===== src/sv/wls_pkg.sv =====
// Package: shared codes, widths and constants of the wireless link supervisor.
`timescale 1ns / 1ps

package wls_pkg;

    // Mode, one-hot inside the block
    typedef enum logic [4:0] {
        MODE_DISC   = 5'b00001,
        MODE_CONN   = 5'b00010,
        MODE_UP     = 5'b00100,
        MODE_FALTER = 5'b01000,
        MODE_DOWN   = 5'b10000
    } t_mode;

    // Mode codes as shown on the result word
    localparam logic [2:0] MODE_CODE_DISC   = 3'd0;
    localparam logic [2:0] MODE_CODE_CONN   = 3'd1;
    localparam logic [2:0] MODE_CODE_UP     = 3'd2;
    localparam logic [2:0] MODE_CODE_FALTER = 3'd3;
    localparam logic [2:0] MODE_CODE_DOWN   = 3'd4;

    // Commands
    localparam logic [1:0] CMD_TICK       = 2'd0;
    localparam logic [1:0] CMD_CONNECT    = 2'd1;
    localparam logic [1:0] CMD_DISCONNECT = 2'd2;

    // Networks
    localparam logic [1:0] NET_NONE = 2'd0;
    localparam logic [1:0] NET_STA  = 2'd1;
    localparam logic [1:0] NET_AP   = 2'd2;

    // LED colors
    localparam logic [1:0] LED_OFF = 2'd0;
    localparam logic [1:0] LED_YEL = 2'd1;
    localparam logic [1:0] LED_GRN = 2'd2;

    // Service bit positions
    localparam int SVC_LINK = 0;
    localparam int SVC_DNS  = 1;
    localparam int SVC_SRV  = 2;

    // Register indexes (byte address / 4)
    typedef enum logic [1:0] {
        REG_JOIN_TIMEOUT   = 2'd0,
        REG_FALTER_TIMEOUT = 2'd1,
        REG_SETTLE         = 2'd2,
        REG_FAILURE_LIMIT  = 2'd3
    } t_reg_idx;

    // Register reset values
    localparam logic [19:0] JOIN_TIMEOUT_RST   = 20'd10000;
    localparam logic [19:0] FALTER_TIMEOUT_RST = 20'd10000;
    localparam logic [15:0] SETTLE_RST         = 16'd2000;
    localparam logic [3:0]  FAILURE_LIMIT_RST  = 4'd2;
    localparam logic [3:0]  FAIL_COUNT_RST     = 4'd2;
    localparam logic [3:0]  FAIL_COUNT_MAX     = 4'd15;

    // Blink periods and thresholds
    localparam logic [7:0]  DISC_PERIOD   = 8'd160;
    localparam logic [7:0]  DISC_SPLIT    = 8'd80;
    localparam logic [10:0] CONN_PERIOD   = 11'd1200;
    localparam logic [10:0] CONN_SPLIT    = 11'd600;
    localparam logic [8:0]  FALTER_PERIOD = 9'd400;
    localparam logic [8:0]  FALTER_SPLIT  = 9'd100;
    localparam logic [9:0]  DOWN_PERIOD   = 10'd800;
    localparam logic [9:0]  DOWN_SPLIT    = 10'd600;

    // One result word
    typedef struct packed {
        logic [2:0] mode_now;
        logic [1:0] led;
        logic       is_connected;
        logic [1:0] network_sel;
        logic       start_link;
        logic       start_dns;
        logic       start_srv;
        logic       stop_srv;
        logic       stop_dns;
        logic       stop_link;
        logic       cancel_join;
    } t_result;

endpackage


===== src/sv/wls_in_if.sv =====
// Interface: input channel of the wireless link supervisor.
`timescale 1ns / 1ps

interface wls_in_if;
    logic       valid;
    logic       ready;
    logic [1:0] cmd;
    logic [1:0] target_network;
    logic       link_up;
    logic       ip_up;
    logic       has_creds;

    modport source (
        output valid, cmd, target_network, link_up, ip_up, has_creds,
        input  ready
    );
    modport sink (
        input  valid, cmd, target_network, link_up, ip_up, has_creds,
        output ready
    );
endinterface


===== src/sv/wls_out_if.sv =====
// Interface: result channel of the wireless link supervisor.
`timescale 1ns / 1ps

interface wls_out_if;
    logic       valid;
    logic       ready;
    logic [2:0] mode_now;
    logic [1:0] led;
    logic       is_connected;
    logic [1:0] network_sel;
    logic       start_link;
    logic       start_dns;
    logic       start_srv;
    logic       stop_srv;
    logic       stop_dns;
    logic       stop_link;
    logic       cancel_join;

    modport source (
        output valid, mode_now, led, is_connected, network_sel, start_link, start_dns,
               start_srv, stop_srv, stop_dns, stop_link, cancel_join,
        input  ready
    );
    modport sink (
        input  valid, mode_now, led, is_connected, network_sel, start_link, start_dns,
               start_srv, stop_srv, stop_dns, stop_link, cancel_join,
        output ready
    );
endinterface


===== src/sv/wifi_link_supervisor.sv =====
// Top level: wireless link supervisor with mode machine, timers and config port.
// The result word is registered at the edge that accepts the input word.
// Throughput: one word per cycle; input ready is high whenever the result register is
// empty or being emptied in the same cycle.
// Reset (i_rst_n low, synchronous): mode disconnected, timer and blink phases zero,
// no network, failure count 2, all services stopped, registers to defaults, result empty.
`timescale 1ns / 1ps

module wifi_link_supervisor (
    input  logic         i_clk,
    input  logic         i_rst_n,
    wls_in_if.sink       i_in,
    wls_out_if.source    o_res,
    input  logic         psel,
    input  logic         penable,
    input  logic         pwrite,
    input  logic [3:0]   paddr,
    input  logic [31:0]  pwdata,
    output logic [31:0]  prdata,
    output logic         pready
);

    // Configuration registers
    logic [19:0] r_join_to;
    logic [19:0] r_falter_to;
    logic [15:0] r_settle;
    logic [3:0]  r_limit;

    // Supervisor state
    wls_pkg::t_mode r_mode, n_mode;
    logic [31:0] r_timer, n_timer;
    logic [7:0]  r_ph_disc, n_ph_disc;
    logic [10:0] r_ph_conn, n_ph_conn;
    logic [8:0]  r_ph_falter, n_ph_falter;
    logic [9:0]  r_ph_down, n_ph_down;
    logic [1:0]  r_sel, n_sel;
    logic [1:0]  r_pend, n_pend;
    logic [3:0]  r_fail, n_fail;
    logic [2:0]  r_svc, n_svc;
    logic [1:0]  r_led, n_led;

    // Result register
    logic              r_out_valid;
    wls_pkg::t_result  r_out, n_out;

    logic accept;
    logic cfg_wr;

    // Blink phases of the incremented timer
    logic [31:0] t_inc;
    logic        t_wrap;
    logic [7:0]  ph_disc;
    logic [10:0] ph_conn;
    logic [8:0]  ph_falter;
    logic [9:0]  ph_down;

    assign pready = 1'b1;
    assign cfg_wr = psel && penable && pwrite;

    // Config write
    always_ff @(posedge i_clk) begin
        if (!i_rst_n) begin
            r_join_to   <= wls_pkg::JOIN_TIMEOUT_RST;
            r_falter_to <= wls_pkg::FALTER_TIMEOUT_RST;
            r_settle    <= wls_pkg::SETTLE_RST;
            r_limit     <= wls_pkg::FAILURE_LIMIT_RST;
        end else if (cfg_wr) begin
            case (wls_pkg::t_reg_idx'(paddr[3:2]))
                wls_pkg::REG_JOIN_TIMEOUT:   r_join_to   <= pwdata[19:0];
                wls_pkg::REG_FALTER_TIMEOUT: r_falter_to <= pwdata[19:0];
                wls_pkg::REG_SETTLE:         r_settle    <= pwdata[15:0];
                wls_pkg::REG_FAILURE_LIMIT:  r_limit     <= pwdata[3:0];
                default: ;
            endcase
        end
    end

    // Config read
    always_comb begin
        case (wls_pkg::t_reg_idx'(paddr[3:2]))
            wls_pkg::REG_JOIN_TIMEOUT:   prdata = {12'd0, r_join_to};
            wls_pkg::REG_FALTER_TIMEOUT: prdata = {12'd0, r_falter_to};
            wls_pkg::REG_SETTLE:         prdata = {16'd0, r_settle};
            wls_pkg::REG_FAILURE_LIMIT:  prdata = {28'd0, r_limit};
            default:                     prdata = 32'd0;
        endcase
    end

    // Handshake: take a word whenever the result slot frees up
    assign i_in.ready = !r_out_valid || o_res.ready;
    assign accept     = i_in.valid && i_in.ready;

    // Timer and phase counters one tick ahead; a timer wrap restarts every phase
    always_comb begin
        t_inc  = r_timer + 32'd1;
        t_wrap = (r_timer == 32'hFFFF_FFFF);
        ph_disc   = (t_wrap || r_ph_disc == wls_pkg::DISC_PERIOD - 8'd1) ? 8'd0
                    : r_ph_disc + 8'd1;
        ph_conn   = (t_wrap || r_ph_conn == wls_pkg::CONN_PERIOD - 11'd1) ? 11'd0
                    : r_ph_conn + 11'd1;
        ph_falter = (t_wrap || r_ph_falter == wls_pkg::FALTER_PERIOD - 9'd1) ? 9'd0
                    : r_ph_falter + 9'd1;
        ph_down   = (t_wrap || r_ph_down == wls_pkg::DOWN_PERIOD - 10'd1) ? 10'd0
                    : r_ph_down + 10'd1;
    end

    // Mode machine: one pass per accepted word
    always_comb begin
        logic       go_mode;
        logic [1:0] show;
        wls_pkg::t_mode tgt_mode;

        n_mode      = r_mode;
        n_timer     = r_timer;
        n_ph_disc   = r_ph_disc;
        n_ph_conn   = r_ph_conn;
        n_ph_falter = r_ph_falter;
        n_ph_down   = r_ph_down;
        n_sel       = r_sel;
        n_pend      = r_pend;
        n_fail      = r_fail;
        n_svc       = r_svc;
        n_led       = r_led;
        n_out       = '0;
        go_mode     = 1'b0;
        tgt_mode    = r_mode;
        show        = wls_pkg::LED_YEL;

        case (i_in.cmd)
            wls_pkg::CMD_TICK: begin
                n_timer     = t_inc;
                n_ph_disc   = ph_disc;
                n_ph_conn   = ph_conn;
                n_ph_falter = ph_falter;
                n_ph_down   = ph_down;
                case (r_mode)
                    wls_pkg::MODE_DISC: begin
                        n_led = (ph_disc < wls_pkg::DISC_SPLIT) ? wls_pkg::LED_YEL
                                : wls_pkg::LED_GRN;
                        if (!i_in.link_up && t_inc > {16'd0, r_settle}) begin
                            if (n_pend == wls_pkg::NET_NONE) begin
                                n_pend = wls_pkg::NET_AP;
                            end
                            n_sel = n_pend;
                            if (!n_svc[wls_pkg::SVC_LINK]) begin
                                if (!i_in.has_creds) begin
                                    n_sel = wls_pkg::NET_AP;
                                end
                                n_out.start_link = 1'b1;
                                n_svc[wls_pkg::SVC_LINK] = 1'b1;
                            end
                            go_mode  = 1'b1;
                            tgt_mode = wls_pkg::MODE_CONN;
                        end
                    end
                    wls_pkg::MODE_CONN: begin
                        show  = (n_sel == wls_pkg::NET_STA) ? wls_pkg::LED_GRN
                                : wls_pkg::LED_YEL;
                        n_led = (ph_conn < wls_pkg::CONN_SPLIT) ? wls_pkg::LED_OFF : show;
                        if (i_in.ip_up) begin
                            n_fail = 4'd0;
                            if (n_sel == wls_pkg::NET_AP && !n_svc[wls_pkg::SVC_DNS]) begin
                                n_out.start_dns = 1'b1;
                                n_svc[wls_pkg::SVC_DNS] = 1'b1;
                            end
                            if (!n_svc[wls_pkg::SVC_SRV]) begin
                                n_out.start_srv = 1'b1;
                                n_svc[wls_pkg::SVC_SRV] = 1'b1;
                            end
                            go_mode  = 1'b1;
                            tgt_mode = wls_pkg::MODE_UP;
                        end else if (t_inc > {12'd0, r_join_to}) begin
                            if (n_fail < wls_pkg::FAIL_COUNT_MAX) begin
                                n_fail = n_fail + 4'd1;
                            end
                            if (n_fail > r_limit) begin
                                // fall back to access point unless already there
                                if (n_sel != wls_pkg::NET_AP) begin
                                    n_out.cancel_join = 1'b1;
                                    go_mode  = 1'b1;
                                    tgt_mode = wls_pkg::MODE_DOWN;
                                    n_pend   = wls_pkg::NET_AP;
                                end
                            end else begin
                                n_out.cancel_join = 1'b1;
                                go_mode  = 1'b1;
                                tgt_mode = wls_pkg::MODE_DOWN;
                            end
                        end
                    end
                    wls_pkg::MODE_UP: begin
                        n_out.is_connected = i_in.ip_up;
                        if (!i_in.ip_up) begin
                            go_mode  = 1'b1;
                            tgt_mode = wls_pkg::MODE_FALTER;
                        end
                    end
                    wls_pkg::MODE_FALTER: begin
                        n_out.is_connected = i_in.ip_up;
                        show = (n_sel == wls_pkg::NET_STA) ? wls_pkg::LED_GRN
                               : wls_pkg::LED_YEL;
                        if (i_in.ip_up) begin
                            go_mode  = 1'b1;
                            tgt_mode = wls_pkg::MODE_UP;
                        end else if (t_inc > {12'd0, r_falter_to}) begin
                            go_mode  = 1'b1;
                            tgt_mode = wls_pkg::MODE_DOWN;
                        end else begin
                            n_led = (ph_falter < wls_pkg::FALTER_SPLIT) ? wls_pkg::LED_OFF
                                    : show;
                        end
                    end
                    wls_pkg::MODE_DOWN: begin
                        show  = (n_sel == wls_pkg::NET_STA) ? wls_pkg::LED_GRN
                                : wls_pkg::LED_YEL;
                        n_led = (ph_down < wls_pkg::DOWN_SPLIT) ? wls_pkg::LED_OFF : show;
                        if (t_inc > {16'd0, r_settle}) begin
                            n_out.stop_srv  = n_svc[wls_pkg::SVC_SRV];
                            n_out.stop_dns  = n_svc[wls_pkg::SVC_DNS];
                            n_out.stop_link = n_svc[wls_pkg::SVC_LINK];
                            n_svc    = 3'd0;
                            go_mode  = 1'b1;
                            tgt_mode = wls_pkg::MODE_DISC;
                        end
                    end
                    default: ;
                endcase
            end
            wls_pkg::CMD_CONNECT: begin
                if ((i_in.target_network == wls_pkg::NET_STA ||
                     i_in.target_network == wls_pkg::NET_AP) &&
                    r_sel != i_in.target_network) begin
                    n_out.cancel_join = (r_mode == wls_pkg::MODE_CONN);
                    go_mode  = 1'b1;
                    tgt_mode = wls_pkg::MODE_DOWN;
                    n_pend   = i_in.target_network;
                end
            end
            wls_pkg::CMD_DISCONNECT: begin
                go_mode  = 1'b1;
                tgt_mode = wls_pkg::MODE_DOWN;
            end
            default: ;
        endcase

        // Mode change restarts timer, phases and LED
        if (go_mode) begin
            n_mode      = tgt_mode;
            n_timer     = 32'd0;
            n_ph_disc   = 8'd0;
            n_ph_conn   = 11'd0;
            n_ph_falter = 9'd0;
            n_ph_down   = 10'd0;
            n_led       = wls_pkg::LED_OFF;
            // entering connected from a tick shows the network at once
            if (i_in.cmd == wls_pkg::CMD_TICK && tgt_mode == wls_pkg::MODE_UP) begin
                n_led = (n_sel == wls_pkg::NET_STA) ? wls_pkg::LED_GRN : wls_pkg::LED_YEL;
            end
        end

        case (n_mode)
            wls_pkg::MODE_DISC:   n_out.mode_now = wls_pkg::MODE_CODE_DISC;
            wls_pkg::MODE_CONN:   n_out.mode_now = wls_pkg::MODE_CODE_CONN;
            wls_pkg::MODE_UP:     n_out.mode_now = wls_pkg::MODE_CODE_UP;
            wls_pkg::MODE_FALTER: n_out.mode_now = wls_pkg::MODE_CODE_FALTER;
            wls_pkg::MODE_DOWN:   n_out.mode_now = wls_pkg::MODE_CODE_DOWN;
            default:              n_out.mode_now = wls_pkg::MODE_CODE_DISC;
        endcase
        n_out.led         = n_led;
        n_out.network_sel = n_sel;
    end

    // State registers
    always_ff @(posedge i_clk) begin
        if (!i_rst_n) begin
            r_mode      <= wls_pkg::MODE_DISC;
            r_timer     <= 32'd0;
            r_ph_disc   <= 8'd0;
            r_ph_conn   <= 11'd0;
            r_ph_falter <= 9'd0;
            r_ph_down   <= 10'd0;
            r_sel       <= wls_pkg::NET_NONE;
            r_pend      <= wls_pkg::NET_NONE;
            r_fail      <= wls_pkg::FAIL_COUNT_RST;
            r_svc       <= 3'd0;
            r_led       <= wls_pkg::LED_OFF;
        end else if (accept) begin
            r_mode      <= n_mode;
            r_timer     <= n_timer;
            r_ph_disc   <= n_ph_disc;
            r_ph_conn   <= n_ph_conn;
            r_ph_falter <= n_ph_falter;
            r_ph_down   <= n_ph_down;
            r_sel       <= n_sel;
            r_pend      <= n_pend;
            r_fail      <= n_fail;
            r_svc       <= n_svc;
            r_led       <= n_led;
        end
    end

    // Result register
    always_ff @(posedge i_clk) begin
        if (!i_rst_n) begin
            r_out_valid <= 1'b0;
        end else if (accept) begin
            r_out_valid <= 1'b1;
        end else if (o_res.ready) begin
            r_out_valid <= 1'b0;
        end
    end

    always_ff @(posedge i_clk) begin
        if (accept) begin
            r_out <= n_out;
        end
    end

    assign o_res.valid        = r_out_valid;
    assign o_res.mode_now     = r_out.mode_now;
    assign o_res.led          = r_out.led;
    assign o_res.is_connected = r_out.is_connected;
    assign o_res.network_sel  = r_out.network_sel;
    assign o_res.start_link   = r_out.start_link;
    assign o_res.start_dns    = r_out.start_dns;
    assign o_res.start_srv    = r_out.start_srv;
    assign o_res.stop_srv     = r_out.stop_srv;
    assign o_res.stop_dns     = r_out.stop_dns;
    assign o_res.stop_link    = r_out.stop_link;
    assign o_res.cancel_join  = r_out.cancel_join;

endmodule


===== src/flat_wrapper.sv =====
// flat-port wrapper written by rule: the top's interface ports become plain ports
module wifi_link_supervisor_flat 
  (i_clk, i_rst_n, psel, penable, pwrite, paddr, pwdata, prdata, pready, i_in_valid, i_in_cmd, i_in_target_network, i_in_link_up, i_in_ip_up, i_in_has_creds, i_in_ready, o_res_valid, o_res_mode_now, o_res_led, o_res_is_connected, o_res_network_sel, o_res_start_link, o_res_start_dns, o_res_start_srv, o_res_stop_srv, o_res_stop_dns, o_res_stop_link, o_res_cancel_join, o_res_ready);
  wls_in_if i_in_i ();
  wls_out_if o_res_i ();
  input  logic i_clk;
  input  logic i_rst_n;
  input  logic psel;
  input  logic penable;
  input  logic pwrite;
  input  logic [3:0] paddr;
  input  logic [31:0] pwdata;
  output logic [31:0] prdata;
  output logic pready;
  input wire logic [$bits(i_in_i.valid)-1:0] i_in_valid;
  input wire logic [$bits(i_in_i.cmd)-1:0] i_in_cmd;
  input wire logic [$bits(i_in_i.target_network)-1:0] i_in_target_network;
  input wire logic [$bits(i_in_i.link_up)-1:0] i_in_link_up;
  input wire logic [$bits(i_in_i.ip_up)-1:0] i_in_ip_up;
  input wire logic [$bits(i_in_i.has_creds)-1:0] i_in_has_creds;
  output wire logic [$bits(i_in_i.ready)-1:0] i_in_ready;
  output wire logic [$bits(o_res_i.valid)-1:0] o_res_valid;
  output wire logic [$bits(o_res_i.mode_now)-1:0] o_res_mode_now;
  output wire logic [$bits(o_res_i.led)-1:0] o_res_led;
  output wire logic [$bits(o_res_i.is_connected)-1:0] o_res_is_connected;
  output wire logic [$bits(o_res_i.network_sel)-1:0] o_res_network_sel;
  output wire logic [$bits(o_res_i.start_link)-1:0] o_res_start_link;
  output wire logic [$bits(o_res_i.start_dns)-1:0] o_res_start_dns;
  output wire logic [$bits(o_res_i.start_srv)-1:0] o_res_start_srv;
  output wire logic [$bits(o_res_i.stop_srv)-1:0] o_res_stop_srv;
  output wire logic [$bits(o_res_i.stop_dns)-1:0] o_res_stop_dns;
  output wire logic [$bits(o_res_i.stop_link)-1:0] o_res_stop_link;
  output wire logic [$bits(o_res_i.cancel_join)-1:0] o_res_cancel_join;
  input wire logic [$bits(o_res_i.ready)-1:0] o_res_ready;
  assign i_in_i.valid = i_in_valid;
  assign i_in_i.cmd = i_in_cmd;
  assign i_in_i.target_network = i_in_target_network;
  assign i_in_i.link_up = i_in_link_up;
  assign i_in_i.ip_up = i_in_ip_up;
  assign i_in_i.has_creds = i_in_has_creds;
  assign i_in_ready = i_in_i.ready;
  assign o_res_valid = o_res_i.valid;
  assign o_res_mode_now = o_res_i.mode_now;
  assign o_res_led = o_res_i.led;
  assign o_res_is_connected = o_res_i.is_connected;
  assign o_res_network_sel = o_res_i.network_sel;
  assign o_res_start_link = o_res_i.start_link;
  assign o_res_start_dns = o_res_i.start_dns;
  assign o_res_start_srv = o_res_i.start_srv;
  assign o_res_stop_srv = o_res_i.stop_srv;
  assign o_res_stop_dns = o_res_i.stop_dns;
  assign o_res_stop_link = o_res_i.stop_link;
  assign o_res_cancel_join = o_res_i.cancel_join;
  assign o_res_i.ready = o_res_ready;
  wifi_link_supervisor u_core (.i_clk(i_clk), .i_rst_n(i_rst_n), .i_in(i_in_i), .o_res(o_res_i), .psel(psel), .penable(penable), .pwrite(pwrite), .paddr(paddr), .pwdata(pwdata), .prdata(prdata), .pready(pready));
endmodule

===== config.mk =====
export PLATFORM = sky130hd
export DESIGN_NAME = wifi_link_supervisor_flat
export DESIGN_NICKNAME = d
export VERILOG_FILES = /design/src/sv/wls_pkg.sv /design/src/sv/wls_in_if.sv /design/src/sv/wls_out_if.sv /design/src/sv/wifi_link_supervisor.sv /design/src/flat_wrapper.sv
export SDC_FILE = /design/constraint.sdc
export NUM_CORES = 1
export LEC_CHECK = 0
export CAP_MARGIN = 40
export CORE_MARGIN = 8
export CORE_UTILIZATION = 50
export CTS_CLUSTER_DIAMETER = 40
export CTS_CLUSTER_SIZE = 16
export DETAILED_ROUTE_END_ITERATION = 10
export DONT_BUFFER_PORTS = 1
export HOLD_SLACK_MARGIN = 0.1
export PLACE_DENSITY = 0.72
export REMOVE_ABC_BUFFERS = 1
export SYNTH_ARGS = -nofsm -noshare
export SYNTH_HDL_FRONTEND = slang
export SYNTH_SLANG_ARGS = --single-unit

===== constraint.sdc =====
create_clock -name i_clk -period 7.95 [get_ports i_clk]
set_input_delay 1.1925 -clock i_clk [delete_from_list [all_inputs] [get_ports i_clk]]
set_output_delay 1.1925 -clock i_clk [all_outputs]
set_load 0.005 [all_outputs]

=== After elaboration in Yosys (flattened, before gate mapping) ===
Index checks and enable logic that the tools add are counted.
Widths: inputs -> output; s select.

* Register bits after elaboration: 164
* Input bits: 50
* Output and inout bits: 50

* Add/sub/neg operators: 6
* Order comparisons: 9
* Equality and inequality tests: 38
* Mux-type cells: 89
* Reduce and logical (&&, ||, !) cells: 40

{| class="wikitable"
|+ Operators with widths
! operator !! count
|-
| $pmux 32 s4 || 1
|-
| $gt 32x20->1 || 2
|-
| $mux 32 || 2
|-
| $mux 5 || 11
|-
| $mux 2 || 24
|-
| $mux 11 || 3
|-
| $add 32x1->32 const B || 1
|-
| $eq 32x32->1 const B || 1
|-
| $gt 32x16->1 || 1
|-
| $mux 10 || 3
|-
| $mux 4 || 7
|-
| $mux 9 || 3
|-
| $pmux 5 s5 || 1
|-
| $mux 8 || 3
|-
| $mux 1 || 20
|-
| $eq 5x3->1 const B || 3
|-
| $ne 3x2->1 const B || 5
|-
| $pmux 5 s3 || 1
|-
| $pmux 2 s2 || 3
|-
| $pmux 3 s4 || 1
|-
| $reduce_and 2->1 || 6
|-
| $reduce_bool 2->1 || 6
|-
| $add 11x1->11 const B || 1
|-
| $eq 11x11->1 const B || 1
|-
| 38 further kinds || 72
|}

=== Depth between registers and ports, before layout ===
Gate-level depths: netlist of run 1.

* Word-level depth: 16
* Mapped depth: 19
* Gate-level depth less buffers: 16

=== Worst setup path before layout of run 1 ===
Ideal clock, no wire load.

* Path kind: register to register
* Start: reg u_core.r_timer[0]
* End: reg u_core.r_out, in the netlist u_core.o_res.mode_now[1], data pin
* Library setup time: 0.263 ns
* Arrival time: 3.959 ns
* Required time: 7.687 ns
* Path slack: 3.728 ns
* Stages on the path, launching flop included: 18
* Buffers on the path: 1
* Cell sequence: dfxtp_1 > ha_1 > and4_1 > nand3_1 > nor2_1 > xor2_1 > ha_1 > nand4_1 > nor4_1 > nor3_1 > o31a_1 > or3_1 > or3_4 > buf_4 > o311ai_1 > o31ai_2 > o211ai_1 > nor3_1

{| class="wikitable"
|+ RTL lines
! item !! RTL line !! text
|-
| start, declared || wifi_link_supervisor.sv:31 || <nowiki>logic [31:0] r_timer, n_timer;</nowiki>
|-
| start signal, assigned || wifi_link_supervisor.sv:289 || <nowiki>r_timer <= n_timer;</nowiki>
|-
| end signal, assigned || wifi_link_supervisor.sv:315 || <nowiki>r_out <= n_out;</nowiki>
|-
| end, declared || wifi_link_supervisor.sv:44 || <nowiki>wls_pkg::t_result r_out, n_out;</nowiki>
|}

=== Final worst setup path of run 1 ===
* Start: reg u_core.r_timer[0]
* End: reg u_core.r_timer[29]

* Cells in the longest elaborated chain, start to end: 8
* Elaborated cells on any way between the ends: 17
* Those cells by class: add/sub (1); order compare (3); mux (10); reduce/logical (3)

{| class="wikitable"
|+ RTL lines
! item !! RTL line !! text
|-
| $add 32x1->32 * || wifi_link_supervisor.sv:95 || <nowiki>t_inc = r_timer + 32'd1;</nowiki>
|-
| $gt 32x20->1, or another cell as far along || wifi_link_supervisor.sv:205 || <nowiki>end else if (t_inc > {12'd0, r_falter_to}) begin</nowiki>
|-
| $mux 1, or another cell as far along || wifi_link_supervisor.sv:205 ||
|-
| $mux 1, on equally long branches || wifi_link_supervisor.sv:202, wifi_link_supervisor.sv:140, wifi_link_supervisor.sv:160 ||
|-
| $pmux 1 s5 || wifi_link_supervisor.sv:136 || <nowiki>case (r_mode)</nowiki>
|-
| $pmux 1 s3 || wifi_link_supervisor.sv:129 || <nowiki>case (i_in.cmd)</nowiki>
|-
| $reduce_bool 2->1 (no source line) || n/a ||
|-
| $reduce_and 2->1 (no source line) || n/a ||
|}

Mark *: on every way between the ends. The rest lies on a longest branch, timed or not. The select of a mux whose other input is x is not followed.
A chain may end at the register's enable or synchronous reset.

==> results, run 1 <==
- The count of hold buffers inserted by post-cts repair is 0.
- Setup repair after global routing left no endpoint under its margin.
- At the placement stage, the worst setup path has a slack of 2410 ps.
- TritonCTS built the clock tree.
- In the finished design, the share of the clock period the worst path needs comes to 70.8%.
- The worst pin sits at a relative slew slack of 45.4%.
- Once routing completed, OpenROAD measured the worst setup slack at between 2000 and 2500 ps.
- The top fanout value on the critical path is 23.
- The tree is rooted in a clkbuf_16.
- The count of maximum capacitance violations is 0.
- Synthesis instantiated 82 different standard cells from the library.
- The number of cells produced by synthesis is between 1000 and 1500.
- Based on the critical path, the design can be clocked at up to 0.178 GHz.
- The count of port buffers added during placement is 0.
- Among all cell types in the netlist, the one instantiated most often is nand2_1.
- After the flow finishes, the layout carries non-filler instances totaling 1666.
- The filler cells instantiated in the layout total 2026.
- The final clock skew is 20.7 ps.
- Counting the buffers created by CTS gives 17.
- The peak supply drop is 0.000128 V.
- Setup violations remaining at the end of the flow were counted as 0.
- The power density over the cells is between 150 and 200 mW/mm^2.
- The number of endpoints with negative hold slack in the final report is 0.
- The number of H-tree levels is 4.
- For the worst setup path, the data arrival time is 5980 ps.
- Summing all multi-input logic gate instances after layout gives between 0.006 and 0.007 mm^2.
- In the final routed layout, each cell accounts on average for 18.3 um.
- The endpoint required time on the critical path is 8290 ps.
- The post-cts resize count is 0.
- The proportion of layout cells with a drive suffix above 1 is 5.84%.
- The remaining global-route overflow is 0.
- The final-report max-slew violation count was 0.
- The run finished with clean final reports.
- The area growth from synthesis to layout is 6.33%.
- Setup total negative slack on the finished layout was measured at 0 ps.
- STA classifies the critical path startpoint as a flip-flop.
- The path class of the lowest-slack min-delay path is reg2reg.
- The clock latency on the worst-skew pair is about 450 ps.
- Among all flip-flop cells after synthesis, the most frequent one is dfxtp_1.
- In this run the remaining antenna-violating nets after routing total 0.
- The initial utilization of the core area, before any placement, comes to 50.7%.
- The sequential cell area in the final layout is about 0.0034 mm^2.
- The worst slack on hold paths is 473 ps.
- The number of enable flip-flop cells after synthesis is 15.
- Entering global routing, the biggest net connects 63 pins.
- The maximum clock path buffer count is 2.
- The critical path in this run is classified as reg2reg.
- The first global-routing pass estimated ~50000 um of wire.
- The placed wire-length estimate is 21600 um.
- The number of antenna violations at the first check in global routing is 0.
- Clock tree synthesis found a total of between 150 and 200 sinks.
- The type of destination of the critical path is a flip-flop.
- The proportion of synthesized chip area in sequential cells is 31.1%.
- The biggest area contributor in the post-synthesis netlist is dfxtp_1.
- The number of warnings printed during yosys synthesis is 0.
- The total wire length is 30500 um.
- The cell leakage power is between 0.004 and 0.005 uW.
- After synthesis, the mean cell area works out to 7.73 um^2.
- Clock-pin slew was measured on the worst setup and hold paths at 70 ps.
- The via count is 10349.
- The layout net count is around 1500.
- The commonest cells after synthesis are nand2_1, dfxtp_1, a21oi_1, nor2_1, inv_1.
- The number of post-CTS setup repair buffers is 0.
- The detailed router finished its first iteration with about 1100 violations.
- At the pin with the least slew margin, the transition time is 814 ps.
- The initialized floorplan defines 54 standard-cell rows.
- Global routing used 22.5% of the available tracks across all layers.
- The total area inside the core boundary comes to 0.0218 mm^2.
- 100 I/O pins were placed.
- The die area is 0.0271 mm^2.
- The placer's final routability congestion estimate is 0.915.
- Summing every instance area after synthesis gives 0.0110 mm^2.
- The count of TritonRoute iterations in the first routing pass is 5.
- The height of the die is 164 um.
- The number of storage elements in the synthesis netlist is 164.
- After detailed routing, the number of remaining DRC violations is 0.
- Dividing the detail-routed via count by the number of cells gives 6.21.
- The time the worst path needs with I/O delays and setup is 5630 ps.
- The via count of the first global-routing pass is 9676.
- Counting tap cells, the placed design contains a total of 1634 instances.
- In the post-synthesis netlist, the biggest area contributors are dfxtp_1, nand2_1, ha_1, a21oi_1, edfxtp_1.
- Of all flip-flops after synthesis, the portion carrying an async set or reset was 0%.
- The share of the synthesized area in the top cell type is a little over a quarter.
- Measured along the x axis, the die boundary spans 164 um.
- The diode insertion count for antenna repair is 0.
power breakdown:
part           switching, uW  internal (uW)  leakage, uW
combinational           93.7           44.6      0.00277
clock                    399            454     0.000290
sequential              12.9            847      0.00136
total                    505           1350      0.00442
registers in the layout (all words and copies together), names as in the netlist, 2 cells and up:
register and count:
u_core.r_ph_down 10, u_core.o_res.network_sel 2, u_core.r_svc 3, u_core.r_sel 2, u_core.r_limit 4, u_core.r_settle 16
u_core.r_fail 4, u_core.r_join_to 20, u_core.o_res.led 2, u_core.r_pend 2, u_core.r_ph_conn 11, u_core.r_falter_to 20
u_core.r_timer 32, u_core.r_ph_disc 8, u_core.o_res.mode_now 3, u_core.r_led 2, u_core.r_mode 5, u_core.r_ph_falter 9
area by class of cell:
| cell class | count | share of cell area [%] |
|---|---|---|
| multi-input combinational | 1095 | 58.7 |
| sequential | 164 | 29.3 |
| clock buffer | 20 | 4.09 |
| tap | 280 | 2.99 |
| inverter | 81 | 2.60 |
| timing repair buffer | 14 | 1.30 |
| clock inverter | 12 | 1.05 |
worst max-delay path, stage by stage (launching register included):
cell and delay (ps):
dfxtp_1 510, ha_1 330, and4_1 290, nand3_1 250, nor2_1 300, xor2_1 370
ha_1 230, nand4_1 150, nor4_1 370, nor3_1 90, o31a_1 170, or3_1 370
or3_4 490, and2_4 200, nor3_4 600, buf_4 400, a41oi_1 160, a311oi_1 260
final timing paths:
check                                      from                                  to  slack, ps  cells after the start
max              u_core.r_timer[0]$_SDFFE_PN0P_     u_core.r_timer[29]$_SDFFE_PN0P_       2320                     17
min          u_core.r_falter_to[2]$_SDFFE_PN0P_  u_core.r_falter_to[2]$_SDFFE_PN0P_        470                      2
max reg2reg      u_core.r_timer[0]$_SDFFE_PN0P_     u_core.r_timer[29]$_SDFFE_PN0P_       2320                     17
min reg2reg  u_core.r_falter_to[2]$_SDFFE_PN0P_  u_core.r_falter_to[2]$_SDFFE_PN0P_        470                      2
through the flow:
step / utilization (%) / instance area (um^2) / total power, uW
2_1_floorplan: - / 10600 / 970
3_3_place_gp: 50.7 / 11000 / 1010
3_5_place_dp: 51.1 / 11100 / 1010
4_1_cts: 53.9 / 11700 / 1860
5_1_grt: 53.9 / 11700 / 1910
6_report: 53.9 / 11700 / 1850
cell families (layout without fill, tap and decap cells):
family / after synthesis / after routing / synth area share [%]
adders and majority gates: 64 / 64 / 7.26
xor gates and xnor gates: 39 / 39 / 3.10
AOI/OAI and AO/OA: 363 / 363 / 21.5
DFF: 164 / 164 / 31.1
other: 2 / 13 / 0.0681
and+or+nand+nor: 584 / 584 / 26.5
muxes: 32 / 32 / 3.38
buffers and inverters: 178 / 127 / 7.00
routing by layer:
layer,vias to the layer above,share of wire [%],track usage (%)
met5,-,0,0
met4,0,1.9,7.45
met3,40,7.2,4.14
met2,400,46,36.6
met1,4855,45,29.7
li1,5054,-,-
cell usage in the layout, fill, tap and decap left out, types with 7 or more instances in the layout:
cell type	n
nand4_1	37
o21a_1	12
and2_1	15
dfxtp_1	149
edfxtp_1	15
o211a_1	13
a31oi_1	46
nor3_1	39
a22oi_1	9
mux2i_1	26
nand3_1	55
nand2b_1	9
or3_1	16
xnor2_1	24
nor2b_1	10
a211oi_1	19
conb_1	13
nor4_1	16
nand2_1	215
o31ai_1	8
and4_1	9
buf_4	11
a21o_1	10
nand3b_1	7
inv_1	78
o211ai_1	30
a21oi_1	107
xor2_1	15
and3_1	19
ha_1	64
clkbuf_16	19
nor2_1	97
o21ai_0	48
(Power assumes the default switching activity.)
==> run 2: changes to the inputs <==
--- a/config.mk
+++ b/config.mk
@@ -13,7 +13,7 @@
 export DETAILED_ROUTE_END_ITERATION = 10
 export DONT_BUFFER_PORTS = 1
 export HOLD_SLACK_MARGIN = 0.1
-export PLACE_DENSITY = 0.72
+export PLACE_DENSITY = 0.75
 export REMOVE_ABC_BUFFERS = 1
 export SYNTH_ARGS = -nofsm -noshare
 export SYNTH_HDL_FRONTEND = slang
==> constraint.sdc (replaced) <==
create_clock -name i_clk -period 4.7 [get_ports i_clk]
set_input_delay 0.705 -clock i_clk [delete_from_list [all_inputs] [get_ports i_clk]]
set_output_delay 0.705 -clock i_clk [all_outputs]
set_load 0.005 [all_outputs]
==> run 2 against run 1 <==
Critical path depth increased by 1; routed wire length increased by 1.2%; clock skew decreased by 7.6 ps; cell area increased by 2.3%; fmax increased by 26%; worst hold slack got worse by 110 ps; via count increased by 2.1%; cell count increased by 1.7%; critical endpoint is now u_core.r_ph_falter[0]$_SDFFE_PN0P_.
==> results, run 2 (same netlist as run 1, synthesis figures left out) <==
- The worst setup path is launched from a flip-flop.
- The layout net count is 1516.
- Counting instances, the worst hold path has a depth of 1.
- The effective utilization at floorplan is about half.
- The worst reg2reg path depth is 18.
- The run finished with clean final reports.
- The total of endpoints with negative setup slack in the final report is 0.
- The worst-case setup margin in the final layout is 218 ps.
- The final-report max-slew violation count is 0.
- The measured slew at the worst slew-check pin is just under 900 ps.
- The path class of the lowest-slack min-delay path is in2reg.
- For this run, the total global-route usage over all layers was measured as 22.7%.
- By startpoint and endpoint, the worst setup path is classified as reg2reg.
- The via count of the first global-routing pass is 9850.
- The CTS tree is done.
- Across the routed clock network, the largest skew measured is roughly 13 ps.
- The largest individual stage delay along the critical path comes from the cell dfxtp_1.
- The total CTS buffers is 17.
- CTS placed an instance of clkbuf_16 at the clock tree root.
- The core region is 0.0218 mm^2.
- The highest attainable clock frequency is around 0.22 GHz.
- The placement row count is 54.
- For this block, the via count after detailed routing is 10563.
- In this run the post-CTS setup repair buffer count came out at 0.
- The power density over the cells is 259 mW/mm^2.
- Before CTS, the worst setup slack after placement is 59.4 ps.
- The die width is around 160 um.
- The global-route wire length before repair is ~50000 um.
- The number of placed instances, taps included, is 1663.
- The count of hold buffers inserted by post-cts repair is 0.
- The library cell used most frequently in the layout, excluding fill and tap cells, is nand2_1.
- At the worst endpoint, the required time is 5060 ps.
- The proportion of layout cells with a drive suffix above 1 is 8.63%.
- After the flow finishes, the layout carries non-filler instances totaling roughly 1700.
- The number of antenna-violating nets in the routed design is 0.
- The time the worst path needs with I/O delays and setup is 4480 ps.
- Across all register-to-register paths, the minimum setup slack is 220 ps.
- The critical path goes through ha_1, and4_1, nand3_2, nor2_1, xor2_2, ha_1, nand4_1, inv_1, a221oi_1, nor2_1, or3_1, or3_4, buf_4, nand2_2, nand3_1, buf_12, or4_1, a21oi_1.
- The number of antenna violations at the first check in global routing is 0.
- Summed over all layers, the global routing overflow is 0.
- The largest registers in the layout are u_core.r_timer x32, u_core.r_falter_to x20, u_core.r_join_to x20.
- The final routed DRC violation total is 0.
- The final clock period utilization by the worst path is 95.4%.
- The library cells used most frequently in the layout, excluding fill and tap cells, are nand2_1, dfxtp_1, a21oi_1.
- The clock input transition at the sequential cells of the worst setup and hold paths is approximately 80 ps.
- In the routed layout, each cell is associated on average with a via count of 6.24.
- The delay of the slowest cell on the worst path is 400 ps.
- The number of endpoints with negative hold slack in the final report is 0.
- Counting flops per register, the top entry is u_core.r_timer.
- The die covers 0.0271 mm^2.
- The first-iteration detailed-routing DRC count is 940.
- The first detailed-routing pass took 6 iterations.
- The H-tree generated during clock tree synthesis spans 4 levels.
- The area growth from synthesis to final layout is 8.78%.
- Tracing the worst setup path back leads to its startpoint at u_core.r_timer[1]$_SDFFE_PN0P_.
- The number of sinks handled by clock tree synthesis is 164.
- Entering global routing, the biggest net connects 56 pins.
- The arrival time of data at the critical path endpoint is between 4000 and 5000 ps.
- The terminating pin of the worst hold path is u_core.r_settle[6]$_SDFFE_PN1P_.
- VDD sags by at most 0.000221 V.
- Max-cap violations in this run came to 0.
- 100 I/O pins were placed.
- Buffers placed on the I/O ports in this run total 0.
- Measured against its own limit, the worst slew margin works out to between 40% and 50%.
- In the final routed layout, each cell accounts on average for 18.2 um.
- The placer's final routability congestion estimate is 0.954.
- After legalization and detailed placement, the total HPWL measured roughly 22000 um.
- The height of the die is 164 um.
- 0 antenna diodes ended up in the layout.
- The register with the most flip-flops in the layout has 32 of them.
- The top fanout value on the critical path is 24.
- Summed over all failing endpoints, the final setup total negative slack is 0 ps.
- The startpoint identified for the worst register-to-register timing path is u_core.r_timer[1]$_SDFFE_PN0P_.
- The maximum clock path buffer count is 2.
- The worst hold path begins at i_rst_n.
- The analysis attributes to cell leakage a power of 0.00458 uW.
- The clock latency on the worst-skew pair is between 400 and 500 ps.
- The total wire length is 30800 um.
- The destination of the worst register-to-register timing path is u_core.r_ph_falter[0]$_SDFFE_PN0P_.
- The type of destination of the critical path is a flip-flop.
==> run 2: worst max path at each step <==
| stage | to | depth (start not counted) |
|---|---|---|
| 6_report | u_core.r_ph_falter[0]$_SDFFE_PN0P_ | 18 |
| 5_1_grt | u_core.o_res.mode_now[0]$_DFFE_PP_ | 16 |
| 4_1_cts | u_core.r_ph_falter[0]$_SDFFE_PN0P_ | 18 |
| 3_5_place_dp | u_core.o_res.led[0]$_DFFE_PP_ | 15 |
| 3_3_place_gp | u_core.o_res.led[0]$_DFFE_PP_ | 15 |
| 2_1_floorplan | u_core.r_timer[29]$_SDFFE_PN0P_ | 16 |
==> run 2: stage by stage <==
step                area [um^2]  util (%)  hold WS [ps]  power [uW]
floorplan                 10600         -           446        1640
global placement          11300      52.0           458        1710
detailed placement        11300      52.2           463        1720
CTS                       11900      54.8           353        3110
global route              12000      55.1           359        3200
finish                    12000      55.1           365        3110
==> run 2: area by class of cell <==
cell class              instances  area (um^2)
multi-input cells            1095         6950
well taps                     280          350
fillers                      1985         9760
flip-flops and latches        164         3430
clock buffers                  18          450
repair buffers                 43          380
inverters                      81          304
clock inverters                13          128
==> run 2: layer usage <==
metal / up-vias / share of wire, % / GRT usage, % / routed length (um)
met3: 53 / 7.0 / 3.94 / 2160
li1: 5120 / - / - / -
met2: 395 / 47 / 37.4 / 14500
met4: 0 / 2.0 / 6.67 / 619
met1: 4995 / 44 / 29.7 / 13600
met5: - / 0 / 0 / 0
==> run 2: critical path, delay by kind of cell, from the launching register on <==
kind / cells / cell delay, ps
adder cells (fa/ha/maj): 2 / 490
AND/OR/NAND/NOR: 10 / 2380
XOR/XNOR: 1 / 270
AO/OA/AOI/OAI: 2 / 410
flip-flops: 1 / 400
buffers and inverters: 3 / 450
==> run 2: report_power, final <==
group          switching, uW  internal, uW
clock network            680           734
logic                    162          76.8
registers               21.4          1430
==> run 2: timing repair <==
action / in CTS / in global routing
pin swaps: 0 / 2
setup endpoints to repair: 2 / 37
hold endpoints to repair: 0 / 0
resized for setup: 1 / 13
==> run 3: changes to the inputs <==
--- a/config.mk
+++ b/config.mk
@@ -5,7 +5,7 @@
 export SDC_FILE = /design/constraint.sdc
 export NUM_CORES = 1
 export LEC_CHECK = 0
-export CAP_MARGIN = 40
+export CAP_MARGIN = 15
 export CORE_MARGIN = 8
 export CORE_UTILIZATION = 50
 export CTS_CLUSTER_DIAMETER = 40
@@ -14,6 +14,7 @@
 export DONT_BUFFER_PORTS = 1
 export HOLD_SLACK_MARGIN = 0.1
 export PLACE_DENSITY = 0.75
+export RECOVER_POWER = 100
 export REMOVE_ABC_BUFFERS = 1
 export SYNTH_ARGS = -nofsm -noshare
 export SYNTH_HDL_FRONTEND = slang
==> run 3 against run 2 <==
The run now ends with capacitance limit, slew limit left; combinational power about the same; clock power about the same; total power down 0.92%; critical endpoint unchanged; largest power group unchanged.
==> results, run 3 (same netlist as run 1, synthesis figures left out) <==
- The flow ran to the end, but the final reports show violations.
- The checks that failed: capacitance limit, slew limit.
- The standard cell core area is roughly 0.022 mm^2.
- The total of endpoints with negative setup slack in the final report is 0.
- Measured along the y axis, the die boundary spans 164 um.
- The final route contains ~11000 vias.
- Pin placement for this block handled 100 I/O pins.
- Of the total power, registers draw a little under half.
- After the last flow step, the layout net total stands at 1516.
- Setup repair after global routing left no endpoint under its margin.
- The depth of the worst hold-timing path is 1.
- The endpoint required time on the critical path is 5050 ps.
- Setup slack on the worst reg-to-reg path comes out at 280 ps.
- The worst pin sits at a relative slew slack of -70.9%.
- In this run, the combinational gates consume 7.7% of the power.
- In this run the worst path has a maximum fanout of 24.
- Once the floorplan was initialized, standard cells occupied 50.7% of the core.
- The highest attainable clock frequency is 0.226 GHz.
- In this run switching power makes up 28.3% of total power.
- The final-report max-slew violation count is 101.
- The maximum clock path buffer count is 2.
- Buffers inserted to repair hold after CTS numbered 0.
- The flip-flop count of the largest register, all copies and words added is 32.
- The startpoint identified for the worst hold timing path is i_rst_n.
- In this run the worst setup path begins at u_core.r_timer[3]$_SDFFE_PN0P_.
- The beginning of the worst register-to-register path is u_core.r_timer[3]$_SDFFE_PN0P_.
- VDD sags by at most 0.000208 V.
- In the final layout, the share of cells above drive strength 1 is 7.99%.
- Summed over all failing endpoints, the final setup total negative slack is 0 ps.
- The tree is rooted in a clkbuf_16.
- Together, buffers and inverters on the worst path number 3.
- The top cell types in the final layout, fill and taps aside, are nand2_1, dfxtp_1, a21oi_1.
- The signal on the critical path passes through nand3_2, buf_4, or2_1, xnor2_1, ha_1, nand4_1, nor4_2, nor3_1, o31a_1, or3_1, or3_4, buf_4, nand2_2, nand3_1, buf_12, or4_1, a21oi_1.
- The first global-routing pass estimated slightly above 50000 um of wire.
- The register with the most flip-flops is u_core.r_timer.
- The via count of the first global-routing pass is around 10000.
- The power density over the cells is approximately 260 mW/mm^2.
- The final clock skew is about 16 ps.
- The first detailed-routing pass took 7 iterations.
- The type of the setup path with the least slack is reg2reg.
- The element type at the critical path start is a flip-flop.
- The die width is 164 um.
- At the end of routability-driven placement, the weighted congestion stood at 0.954.
- Entering global routing, the biggest net connects 56 pins.
- The relative contribution of the clock network to total power is 45.0%.
- At the placement stage, the worst setup path has a slack of around 70 ps.
- In this run the number of H-tree levels came out at 4.
- After detailed routing, the average wire length per cell comes to 18.1 um.
- The diode insertion count for antenna repair is 0.
- The total overflow left after global routing is 0.
- After the first detailed-routing iteration, the DRC count stood at 1053.
- The area growth from synthesis to final layout is 8.21%.
- The delay of the slowest cell on the worst path is 450 ps.
- The global routing usage summed across all routing layers is between 20 and 25%.
- The placement row count is 54.
- Leaving out fill and tap cells, the most frequent cell in the layout is nand2_1.
- The CTS tree is done.
- The worst-case setup margin in the final layout is 276 ps.
- The path class of the tightest hold or removal check is in2reg.
- The final routed DRC violation total is 0.
- The clock latency on the worst-skew pair is about 450 ps.
- The most prevalent standard cell on the critical path is buf_4.
- The time the worst path needs with I/O delays and setup is between 4000 and 5000 ps.
- Once detail routing completed, the nets flagged for antenna violations numbered 0.
- The arrival time of data at the critical path endpoint is 4780 ps.
- The post-detailed-route via-to-cell ratio is 6.23.
- In this run the power spent charging and discharging nets is 870 uW.
- The worst reg2reg path depth is 17.
- The cell type of the slowest stage on the worst timing path is xnor2_1.
- The worst hold path terminates at u_core.r_settle[6]$_SDFFE_PN1P_.
- Once detailed placement completed, the half-perimeter wirelength came to 21900 um.
- The count of maximum capacitance violations is 2.
- The routed design has 30700 um of wire.
- STA classifies the critical path endpoint as a flip-flop.
- In this run the critical register-to-register path is captured at u_core.r_ph_falter[0]$_SDFFE_PN0P_.
- The number of antenna violations at the first check in global routing is 0.
- At the pin with the least slew margin, the transition time is between 2000 and 3000 ps.
- The count of port buffers added during placement is 0.
- The number of endpoints with negative hold slack in the final report is 0.
- Power comes to 3080 uW.
- The worst path uses around 94% of the clock period.
- The clock input transition at the sequential cells of the worst setup and hold paths is 80 ps.
- Summed over all cells, the static leakage comes to ~0.0045 uW.
- The cell type group with the largest total delay on the critical path is simple AND/OR/NAND/NOR gates.
- Counting every sink on the clock net gives 164.
- The total CTS buffers is 17.
- In the final layout, the registers with the most flip-flops are u_core.r_timer x32, u_core.r_falter_to x20, u_core.r_join_to x20.
- The internal power summed over all cells is 2210 uW.
- The floorplan step defined a die boundary enclosing 0.0271 mm^2.
[run 3: power by group through the flow]
stage	Combinational, uW	Sequential, uW	Clock, uW
4_1_cts	232	1450	1400
6_report	238	1460	1390
3_3_place_gp	226	1490	0
2_1_floorplan	159	1480	0
3_5_place_dp	230	1490	0
5_1_grt	263	1460	1450
[run 3: final cells by class]
cell class / count / area (um^2)
flip-flops and latches: 164 / 3440
well taps: 280 / 350
clock buffers: 17 / 425
inverters: 81 / 304
clock inverters: 14 / 136
repair buffers: 43 / 342
fillers: 2028 / 9830
multi-input cells: 1095 / 6930
[run 3: what timing repair did]
action | 4_1_cts | 5_1_grt
endpoints found under the setup margin | 0 | 61
gates resized for setup | 0 | 17
buffers inserted | 0 | 3
[run 3: worst max path at each step]
stage | end | slack [ps] | cells past startpoint
floorplan | u_core.r_timer[29]$_SDFFE_PN0P_ | -440 | 16
global placement | u_core.o_res.led[0]$_DFFE_PP_ | 190 | 15
detailed placement | u_core.o_res.led[0]$_DFFE_PP_ | 70 | 15
CTS | u_core.o_res.led[0]$_DFFE_PP_ | 60 | 15
global route | u_core.r_led[1]$_SDFFE_PN0P_ | 30 | 15
finish | u_core.r_ph_falter[0]$_SDFFE_PN0P_ | 280 | 17
[run 3: through the flow]
stage	area [um^2]	cells	util, %	hold slack [ps]
finish	11900	1694	54.8	357
global route	11900	1694	54.8	346
CTS	11900	1691	54.5	347
detailed placement	11300	1660	52.0	463
global placement	11300	1660	52.0	458
floorplan	10600	1340	-	446
[run 3: per-layer routing]
metal  GRT usage [%]  vias to the layer above  share of wire, %  wire length (um)
met1            29.9                     5037                45             13800
met5               0                        -                 0                 0
li1                -                     5104                 -                 -
met2            36.5                      363                46             14200
met3            4.04                       51               6.6              2030
met4            7.94                        0               2.1               631
